==> src/rtl/core/bdt_pkg.sv <==
`default_nettype none
// ----------------------------------------------------------------------------
// bdt_pkg
// shared types, register map and byte helpers for the down-counting timer
// ----------------------------------------------------------------------------
package bdt_pkg;

    localparam int unsigned FuncWidth  = 2;
    localparam int unsigned IndexWidth = 5;
    localparam int unsigned ByteWidth  = 8;
    localparam int unsigned WordWidth  = 32;

    typedef logic [ByteWidth-1:0]  t_byte;
    typedef logic [WordWidth-1:0]  t_word;
    typedef logic [IndexWidth-1:0] t_index;

    // item function codes
    typedef enum logic [FuncWidth-1:0] {
        FUNC_READ   = 2'd0,
        FUNC_WRITE  = 2'd1,
        FUNC_TICK   = 2'd2,
        FUNC_UNUSED = 2'd3
    } t_func;

    // register map, word indices
    localparam t_index RegLoad0     = 5'd0;
    localparam t_index RegLoad3     = 5'd3;
    localparam t_index RegReload0   = 5'd4;
    localparam t_index RegReload3   = 5'd7;
    localparam t_index RegEnable    = 5'd8;
    localparam t_index RegUpdate    = 5'd9;
    localparam t_index RegValue0    = 5'd10;
    localparam t_index RegValue3    = 5'd13;
    localparam t_index RegStatus    = 5'd14;
    localparam t_index RegPending   = 5'd15;
    localparam t_index RegEvEnable  = 5'd16;

    // byte lane within a word, lane 0 is the most significant byte
    function automatic t_byte get_byte(input t_word word, input logic [1:0] pos);
        t_byte b;
        case (pos)
            2'd0:    b = word[31:24];
            2'd1:    b = word[23:16];
            2'd2:    b = word[15:8];
            default: b = word[7:0];
        endcase
        return b;
    endfunction

    function automatic t_word put_byte(input t_word word, input logic [1:0] pos,
                                       input t_byte b);
        t_word w;
        w = word;
        case (pos)
            2'd0:    w[31:24] = b;
            2'd1:    w[23:16] = b;
            2'd2:    w[15:8]  = b;
            default: w[7:0]   = b;
        endcase
        return w;
    endfunction

endpackage
`default_nettype wire

==> src/rtl/core/bus_down_timer_with_reload.sv <==
`default_nettype none
// ----------------------------------------------------------------------------
// bus_down_timer_with_reload
// byte-register down-counting timer with reload and interrupt line
// ----------------------------------------------------------------------------
// Each input transfer is a register read, a register write or one timer tick,
// and each gives exactly one output transfer with the read byte and the irq
// level after that item. The register file and counter are updated at the
// edge where the input transfer is taken, and the result lands in a single
// output register: one item per cycle while the output is not stalled, with
// output valid in the cycle after the input transfer. The output register is the only thing that
// stalls the input: o_in_stall is high only while a result is held and the
// consumer stalls, and a new input is taken in the same cycle the held result
// leaves.
module bus_down_timer_with_reload import bdt_pkg::*; (
    input  wire logic                  i_clk,
    input  wire logic                  i_rst_n,
    // input channel
    input  wire logic                  i_in_valid,
    output logic                       o_in_stall,
    input  wire logic [FuncWidth-1:0]  i_func,
    input  wire logic [IndexWidth-1:0] i_reg_index,
    input  wire logic [ByteWidth-1:0]  i_write_data,
    // output channel
    output logic                       o_out_valid,
    input  wire logic                  i_out_stall,
    output logic [ByteWidth-1:0]       o_read_data,
    output logic                       o_irq_line
);

    // register file and counter state
    t_word r_load, n_load;
    t_word r_reload, n_reload;
    t_byte r_enable, n_enable;
    t_word r_snapshot, n_snapshot;
    t_byte r_pending, n_pending;
    t_byte r_ev_enable, n_ev_enable;
    t_word r_count, n_count;
    logic  r_running, n_running;
    logic  r_irq, n_irq;

    // result register
    logic  r_out_valid;
    t_byte r_read_data, n_read_data;
    logic  r_irq_line;

    logic  in_xfer;
    t_func func;

    assign o_in_stall = r_out_valid && i_out_stall;
    assign in_xfer    = i_in_valid && !o_in_stall;
    assign func       = t_func'(i_func);

    always_comb begin
        n_load      = r_load;
        n_reload    = r_reload;
        n_enable    = r_enable;
        n_snapshot  = r_snapshot;
        n_pending   = r_pending;
        n_ev_enable = r_ev_enable;
        n_count     = r_count;
        n_running   = r_running;
        n_irq       = r_irq;
        n_read_data = '0;

        case (func)
            FUNC_READ: begin
                case (i_reg_index) inside
                    [RegLoad0:RegLoad3]:     n_read_data = get_byte(r_load, i_reg_index[1:0]);
                    [RegReload0:RegReload3]: n_read_data = get_byte(r_reload, i_reg_index[1:0]);
                    RegEnable:               n_read_data = r_enable;
                    // value bytes start at index 10, so lane is index minus 10
                    [RegValue0:RegValue3]: begin
                        n_read_data = get_byte(r_snapshot, 2'(i_reg_index - RegValue0));
                    end
                    RegPending:              n_read_data = r_pending;
                    RegEvEnable:             n_read_data = r_ev_enable;
                    default:                 n_read_data = '0;
                endcase
            end
            FUNC_WRITE: begin
                case (i_reg_index) inside
                    [RegLoad0:RegLoad3]: begin
                        n_load = put_byte(r_load, i_reg_index[1:0], i_write_data);
                    end
                    [RegReload0:RegReload3]: begin
                        n_reload = put_byte(r_reload, i_reg_index[1:0], i_write_data);
                    end
                    RegEnable: begin
                        n_enable = i_write_data;
                        if (i_write_data == '0) begin
                            n_running = 1'b0;
                        end else if (r_enable == '0) begin
                            // rising enable loads and starts the counter
                            n_count   = r_load;
                            n_running = 1'b1;
                        end
                    end
                    RegUpdate:   n_snapshot = r_count;
                    RegPending: begin
                        if (i_write_data != '0) begin
                            n_irq = 1'b0;
                        end
                        n_pending = i_write_data;
                    end
                    RegEvEnable: n_ev_enable = i_write_data;
                    default:     ;
                endcase
            end
            FUNC_TICK: begin
                if (r_running) begin
                    if (r_count > WordWidth'(1)) begin
                        n_count = r_count - WordWidth'(1);
                    end else begin
                        // hit: count was 0 or 1
                        n_count   = '0;
                        n_running = 1'b0;
                        if (r_ev_enable != '0) begin
                            n_irq = 1'b1;
                        end
                        if (r_enable != '0) begin
                            n_count   = r_reload;
                            n_running = (r_reload != '0);
                        end
                    end
                end
            end
            default: ;
        endcase
    end

    always_ff @(posedge i_clk) begin
        if (!i_rst_n) begin
            r_load      <= '0;
            r_reload    <= '0;
            r_enable    <= '0;
            r_snapshot  <= '0;
            r_pending   <= '0;
            r_ev_enable <= '0;
            r_count     <= '0;
            r_running   <= 1'b0;
            r_irq       <= 1'b0;
        end else if (in_xfer) begin
            r_load      <= n_load;
            r_reload    <= n_reload;
            r_enable    <= n_enable;
            r_snapshot  <= n_snapshot;
            r_pending   <= n_pending;
            r_ev_enable <= n_ev_enable;
            r_count     <= n_count;
            r_running   <= n_running;
            r_irq       <= n_irq;
        end
    end

    // output register, loaded on every input transfer
    always_ff @(posedge i_clk) begin
        if (!i_rst_n) begin
            r_out_valid <= 1'b0;
        end else if (in_xfer) begin
            r_out_valid <= 1'b1;
        end else if (!i_out_stall) begin
            r_out_valid <= 1'b0;
        end
    end

    always_ff @(posedge i_clk) begin
        if (in_xfer) begin
            r_read_data <= n_read_data;
            r_irq_line  <= n_irq;
        end
    end

    assign o_out_valid = r_out_valid;
    assign o_read_data = r_read_data;
    assign o_irq_line  = r_irq_line;

    // a tick while stopped leaves the counter alone
    a_stopped_tick: assert property (@(posedge i_clk) disable iff (!i_rst_n)
        (in_xfer && i_func == FUNC_TICK && !r_running) |=> $stable(r_count))
        else $error("counter moved on a tick while stopped");

    // a nonzero pending write drops the irq line in its own result
    a_pending_clear: assert property (@(posedge i_clk) disable iff (!i_rst_n)
        (in_xfer && i_func == FUNC_WRITE && i_reg_index == RegPending
         && i_write_data != '0) |=> (o_out_valid && !o_irq_line))
        else $error("pending write did not clear irq");

    // only reads return data
    a_nonread_zero: assert property (@(posedge i_clk) disable iff (!i_rst_n)
        (in_xfer && i_func != FUNC_READ) |=> (o_out_valid && o_read_data == '0))
        else $error("nonzero read data for a non-read item");

endmodule
`default_nettype wire

==> config.mk <==
export PLATFORM = sky130hd
export DESIGN_NAME = bus_down_timer_with_reload
export DESIGN_NICKNAME = d
export VERILOG_FILES = /design/src/rtl/core/bdt_pkg.sv /design/src/rtl/core/bus_down_timer_with_reload.sv
export SDC_FILE = /design/constraint.sdc
export NUM_CORES = 1
export LEC_CHECK = 0
export ABC_AREA = 1
export BUFFER_PORTS_ARGS = -buffer_cell sky130_fd_sc_hd__buf_2
export CAP_MARGIN = 25
export CORE_MARGIN = 4
export CORE_UTILIZATION = 35
export DETAILED_ROUTE_END_ITERATION = 8
export GPL_ROUTABILITY_DRIVEN = 0
export PLACE_DENSITY_LB_ADDON = 0.3
export REMOVE_ABC_BUFFERS = 1
export SETUP_SLACK_MARGIN = 0.02
export SLEW_MARGIN = 0
export SYNTH_ARGS = -nofsm -noshare
export SYNTH_HDL_FRONTEND = slang
export SYNTH_SLANG_ARGS = --single-unit
==> constraint.sdc <==
create_clock -name i_clk -period 1.88 [get_ports i_clk]
set_input_delay 0 -clock i_clk [delete_from_list [all_inputs] [get_ports i_clk]]
set_output_delay 0 -clock i_clk [all_outputs]
set_load 0.01 [all_outputs]
==> results of run 1 <==
worst reg2reg max path, delay by kind of cell, from the launching register on:
family	cells	cell delay [ps]
buffers and inverters	1	200
AOI/OAI and AO/OA	1	140
DFF	1	320
and+or+nand+nor	10	1140
worst min path at each step:
stage / depth (start not counted) / slack, ps / to
3_5_place_dp: 4 / 330 / o_in_stall
2_1_floorplan: 2 / 140 / r_count[1]
3_3_place_gp: 4 / 330 / o_in_stall
5_1_grt: 3 / 20 / r_snapshot[1]
6_report: 3 / 3 / r_snapshot[0]
4_1_cts: 3 / 3 / r_count[2]
power by group through the flow:
| stage | combinational, mW | clock [mW] | sequential, mW |
|---|---|---|---|
| 2_1_floorplan | 0.899 | 0 | 3.66 |
| 3_3_place_gp | 1.66 | 0 | 3.66 |
| 3_5_place_dp | 1.66 | 0 | 3.66 |
| 4_1_cts | 1.68 | 3.49 | 3.58 |
| 5_1_grt | 2.01 | 3.64 | 3.58 |
| 6_report | 1.87 | 3.46 | 3.58 |
area by class of cell:
type                    instances  area [um2]
clock buffers                  18         429
clock inverters                14         144
fillers                      2450       13500
inverters                     129         499
multi-input cells             938        4820
flip-flops and latches        164        3390
well taps                     324         405
repair buffers                161        1290
registers in the layout (all words and copies together), names as in the netlist:
signal / flops
o_irq_line: 1
o_out_valid: 1
o_read_data: 8
r_count: 32
r_enable: 8
r_ev_enable: 8
r_irq: 1
r_load: 32
r_pending: 8
r_reload: 32
r_running: 1
r_snapshot: 32
cell usage in the layout, fill, tap and decap left out, drive strengths merged, types with 4 or more instances in the layout:
cell type	Yosys	layout
edfxtp	9	9
xor2	7	7
dfxtp	155	155
a41oi	5	5
nand4	27	27
inv	122	126
o22ai	9	9
nand2	278	278
a21oi	174	174
buf	33	149
nand3	71	71
clkinv	7	13
nor4	5	5
clkbuf	27	20
o21ai	164	164
o211ai	6	6
ha	5	5
dlygate4sd3	0	10
nor3	4	4
nor2	173	173
metrics by stage:
stage / total power [mW] / hold WS [ps] / cells / TNS [ps]
floorplan: 4.56 / 138 / 1231 / -68470
global placement: 5.32 / 330 / 1690 / -23.5
detailed placement: 5.31 / 332 / 1690 / -32.3
CTS: 8.75 / 2.60 / 1732 / 0
global route: 9.23 / 24.2 / 1748 / -621
finish: 8.91 / 2.97 / 1748 / 0
per-layer routing:
| layer | up-vias | global-route usage (%) |
|---|---|---|
| met5 | - | 0 |
| met4 | 2 | 8.64 |
| met3 | 100 | 5.17 |
| met2 | 470 | 36.7 |
| met1 | 4367 | 30.3 |
| li1 | 4542 | - |
kinds of logic (layout without fill, tap and decap cells):
family	after synthesis	after routing	share of synthesized area, %
simple gates	560	560	28.2
fa+ha+maj	5	5	0.714
xor+xnor	7	7	0.699
flops	164	164	38.5
buf+inv	189	322	9.04
compound gates	366	366	22.9
repair_timing:
item	CTS	global route
gates cloned	0	2
endpoints found under the hold margin	24	0
buffers inserted	0	14
hold buffers	10	0
pin swaps	0	12
setup endpoints to repair	13	50
gates resized for setup	3	82
==> results.cfg, run 1 <==
[routing]
drt_pre_antenna_iters = 6
drt-initial-drc-count = 1023
drt_drc_violations_left = 0
wl_met2_um = 14900
overall_via_count_from_detail_route = 9481
wl_met1_um = 13900
drt_wl_total_um = 33000
routedWlPerCell_um = 18.9
wl_met3_um = 2960
drtAntennaViolNets = 0
maxUsedRoutingLayer = met5
viasPerCell = 5.42

[critical_path]
setup.worst_path.start_class = flip-flop
critical_path_class = reg2reg
reg2reg_depth = 12
setup.worst_path.end_class = flip-flop
crit_cells = 12
path_buf_inv = 1
crit_end = r_count[10]
path_cells = nor2_2 > nand2_2 > nor2_8 > nand2_2 > nand2_4 > nand2_8 > nor2_4 > clkbuf_16 > nand2_1 > nand3_1 > nand2_1 > a21oi_1
required_ps = 2240
r2r-start = r_count[14]
critPathMaxFanout = 10
timing.critical_path.arrival_ps = 2240
worstReg2RegEnd = r_count[10]
critical-path-max-stage-delay_ps = 320
worst_path_dominant_cell_family = simple AND/OR/NAND/NOR gates
crit_path_top_delay_cell = sky130_fd_sc_hd__dfxtp_1
rrSetupSlack_ps = 1
crit_start = r_count[14]

[placement]
dpl.hpwl_um = 24300
io_buffer_count = 29
place_worst_setup_slack_ps = -32.3
placedInstanceArea_um2 = 9900

[logic_synthesis]
synth_top_cell_by_area = sky130_fd_sc_hd__dfxtp_1
synth.cells.most_frequent = sky130_fd_sc_hd__nand2_1 (266), sky130_fd_sc_hd__nor2_1 (161), sky130_fd_sc_hd__dfxtp_1 (155)
syn-instance-count = 1291
top_cell_type_s_share_of_synthesized_area_pct = 35.4
syn_area_um2 = 8770
synth_seq_area_share_pct = 38.5
ys_async_sr_fraction_pct = 0
synth_area_leaders = sky130_fd_sc_hd__dfxtp_1 (35%), sky130_fd_sc_hd__nand2_1 (11%), sky130_fd_sc_hd__a21oi_1 (8.3%)
synth.ff_latch_count = 164
synth.most_common_cell = sky130_fd_sc_hd__nand2_1
avgSynthCellArea_um2 = 6.79
yosys_warnings = 0
synth_ff_type = sky130_fd_sc_hd__dfxtp_1
library_cells_used_by_synthesis = 44
synth_edf_count = 9

[floorplanning]
die-width_um = 166
die_area_um2 = 27600
coreArea_um2 = 24500
die_y_um = 166
fp-row-count = 57
initial_core_util_pct = 35.8
design.portCount = 30

[cts]
cts_tree = yes
number_of_buffers_created_by_cts = 17
cts-htree-levels = 4
clock_tree.buffer_depth = 2
clock_tree.root_cell = sky130_fd_sc_hd__clkbuf_16
clock_sink_count = 164
clock_insertion_delay_worst_skew_ps = 440
clock_transition_at_the_registers_of_the_reported_paths_ps = 70

[sta]
total_count_of_hold_check_failures_in_the_final_report = 0
timing_worst_slew_pin_value_ps = 691
worst_clock_skew_ps = 12.3
fmaxAchievable_ghz = 0.532
grt_setup_unrepaired = true
final-max-slew-violation-count = 0
layout_worst_path_cycle_share_pct = 99.9
fin_crit_ps = 1880
report.final.setup_viol = 0
max_slew_margin_pct = 53.9
final.setup.worst_slack_ps = 1.26

[cells_and_area]
layout.core_utilization_pct = 44.9
layout_stage_area_growth_over_the_synthesis_result_pct = 25.3
design_area_um2 = 11000
number_of_diodes_added_for_antenna_fixing = 0
post_route_cells_drive_above_1_share_pct = 22.3
num-nets-final = 1435

[grt]
grt_overall_usage_pct = 22.9
grt_pass1_wl_um = 49800
grt_overflow_total = 0
grt_antenna_before_repair = 1
first_global_vias = 8702
largest_net_degree_at_the_start_of_global_routing = 94

[outcome]
result_of_the_run = complete, no violations

[pwr]
power.density_cell_area_nw_per_um2 = 812
seqPwrFrac_pct = 40.2
vdd_drop_max_mv = 0.651
switching_power_mw = 2.81
leakage_nw = 4.49
pwr-share-clk_pct = 38.8
combinationalPowerShare_pct = 21.0
switching_share_pct = 31.5
p_int_mw = 6.10

[hold_path]
hold_path.startpoint = i_rst_n
hold_path_class = in2reg

[run]
max-cap-violations = 0
No activity file was read; power rests on OpenSTA's default activity.
==> inputs of run 2 (changes only) <==
==> constraint.sdc (replaced) <==
create_clock -name i_clk -period 1.7 [get_ports i_clk]
set_input_delay 0 -clock i_clk [delete_from_list [all_inputs] [get_ports i_clk]]
set_output_delay 0 -clock i_clk [all_outputs]
set_load 0.01 [all_outputs]
==> run 2 against run 1 <==
  * The run now ends with setup timing left
  * Maximum frequency rose by 1.3%
  * Clock-buffer cell count rose by 1
  * Worst setup slack lost 150 ps
  * Die area stayed put
  * Clock power increased by 13%
  * Sequential cell count is the same
  * Cell count increased by 5.3%
  * Register-to-register slack got worse by 150 ps
  * Hold slack improved by 15 ps
  * Largest power group unchanged
==> results.cfg, run 2 (synthesized netlist as in run 1, its figures left out) <==
[critical_path]
r2r-start = r_count[0]
critical-path-max-stage-delay_ps = 340
worst_path_dominant_cell_family = simple AND/OR/NAND/NOR gates
critPathMaxFanout = 8
crit_path_top_delay_cell = sky130_fd_sc_hd__dfxtp_2
setup.worst_path.start_class = flip-flop
required_ps = 1990
crit_end = r_count[19]
timing.critical_path.arrival_ps = 2150
path_cells = inv_2 > ha_4 > nand2_4 > nor2_4 > nand2_4 > nand2_8 > nand2_8 > buf_12 > buf_12 > nand3_1 > nand3_1 > nand2_2 > a21oi_2
path_buf_inv = 3
setup.worst_path.end_class = flip-flop
critical_path_class = reg2reg
rrSetupSlack_ps = -150
reg2reg_depth = 13
worstReg2RegEnd = r_count[19]
crit_cells = 13
crit_start = r_count[0]

[outcome]
result_of_the_run = finished, violations left
failed_checks = setup timing

[pwr]
power.density_cell_area_nw_per_um2 = 865
vdd_drop_max_mv = 0.681
finalPower_mw = 10.5
p_int_mw = 7.13
combinationalPowerShare_pct = 25.2
seqPwrFrac_pct = 37.6
leakage_nw = 5.12
pwr-share-clk_pct = 37.2
switching_share_pct = 32.3
switching_power_mw = 3.40

[grt]
grt_pass1_wl_um = 52200
met2_usage_pct = 37.4
grt_antenna_before_repair = 1
largest_net_degree_at_the_start_of_global_routing = 65
global_route.usage.met1_pct = 33.6
grt_overflow_total = 0
grt-busiest-layer = met2
first_global_vias = 9074
met3_track_usage_gr_pct = 3.74
grt_overall_usage_pct = 24.0

[cells_and_area]
number_of_diodes_added_for_antenna_fixing = 0
num-nets-final = 1527
final_cell_mix = sky130_fd_sc_hd__nand2_1 (219), sky130_fd_sc_hd__buf_4 (184), sky130_fd_sc_hd__dfxtp_1 (145)
design_area_um2 = 12200
layout_stage_area_growth_over_the_synthesis_result_pct = 38.8
post_route_cells_drive_above_1_share_pct = 32.7
mostFrequentLayoutCell = sky130_fd_sc_hd__nand2_1
num-fill-cells = 2350
layoutNonFillerInstCount = 1840

[placement]
place_worst_setup_slack_ps = -239
dpl.hpwl_um = 25600
dp_cells = 1765
placedInstanceArea_um2 = 10500
io_buffer_count = 29

[cts]
cts_tree = yes
number_of_buffers_created_by_cts = 17
clock_transition_at_the_registers_of_the_reported_paths_ps = 70
clock_sink_count = 164
clock_insertion_delay_worst_skew_ps = 440
cts-htree-levels = 4
clock_tree.root_cell = sky130_fd_sc_hd__clkbuf_16
clock_tree.buffer_depth = 2

[floorplanning]
die_y_um = 166
coreArea_um2 = 24500
die-width_um = 166
initial_core_util_pct = 35.8
design.portCount = 30
die_area_um2 = 27600
fp-row-count = 57

[sta]
final.setup.worst_slack_ps = -154
report.final.setup_viol = 34
final-max-slew-violation-count = 0
grt_setup_unrepaired = true
fin_crit_ps = 1850
worst_clock_skew_ps = 12.7
tns_ps = -2890
total_count_of_hold_check_failures_in_the_final_report = 0
timing_worst_slew_pin_value_ps = 713
fmaxAchievable_ghz = 0.539
max_slew_margin_pct = 52.4
layout_worst_path_cycle_share_pct = 109

[routing]
drt-initial-drc-count = 1102
viasPerCell = 5.44
drt_wl_total_um = 35300
routedWlPerCell_um = 19.2
drt_drc_violations_left = 0
drtAntennaViolNets = 0
drt_pre_antenna_iters = 6
overall_via_count_from_detail_route = 10018

[hold_path]
hold_path_class = in2reg
hold_path.startpoint = i_write_data[7]

[run]
max-cap-violations = 0
-- run 2: what timing repair did --
item,in CTS,in global routing
cloned,3,4
endpoints found under the setup margin,36,94
resized for setup,85,127
pin swaps,32,45
endpoints found under the hold margin,31,0
hold buffers,11,0
setup buffers,12,16
-- run 2: how the worst min path moves through the flow --
stage	end	slack, ps	cells after the start
global placement	o_out_valid	300	3
floorplan	r_count[1]	140	2
finish	r_ev_enable[7]	20	4
detailed placement	o_out_valid	310	3
global route	r_ev_enable[7]	30	4
CTS	r_ev_enable[4]	10	4
-- run 2: per-layer routing --
layer | vias to the layer above | share of wire (%)
met5 | - | 0.037
met4 | 2 | 3.7
met3 | 84 | 8.4
met2 | 476 | 45
met1 | 4722 | 43
li1 | 4734 | -
-- run 2: power by group through the flow --
stage,Sequential [mW],Clock [mW],Combinational [mW]
finish,3.96,3.92,2.65
global route,3.96,4.10,2.81
CTS,3.96,3.93,2.30
detailed placement,4.04,0,2.03
global placement,4.04,0,2.03
floorplan,4.05,0,0.994
-- run 2: layout make-up --
type,instances,area [um2],share of cell area [%]
clock buffer,19,443,3.64
clock inverter,13,141,1.16
inverter,129,504,4.14
multi-input combinational,939,5170,42.5
sequential,164,3390,27.8
tap,324,405,3.33
timing repair buffer,251,2110,17.3
timing repair inverter,1,7.51,0.0617
-- run 2: tightest hold or removal path, delay by kind of cell --
kind | cells | cell delay (ps)
buf+inv | 3 | 290
compound gates | 1 | 120
-- run 2: metrics by stage --
stage                     utilization [%]  hold slack, ps
after floorplan                         -             138
after global placement               42.9             301
after detailed placement             42.9             310
after CTS                            47.5            11.1
after global routing                 49.8            29.0
final                                49.8            17.7
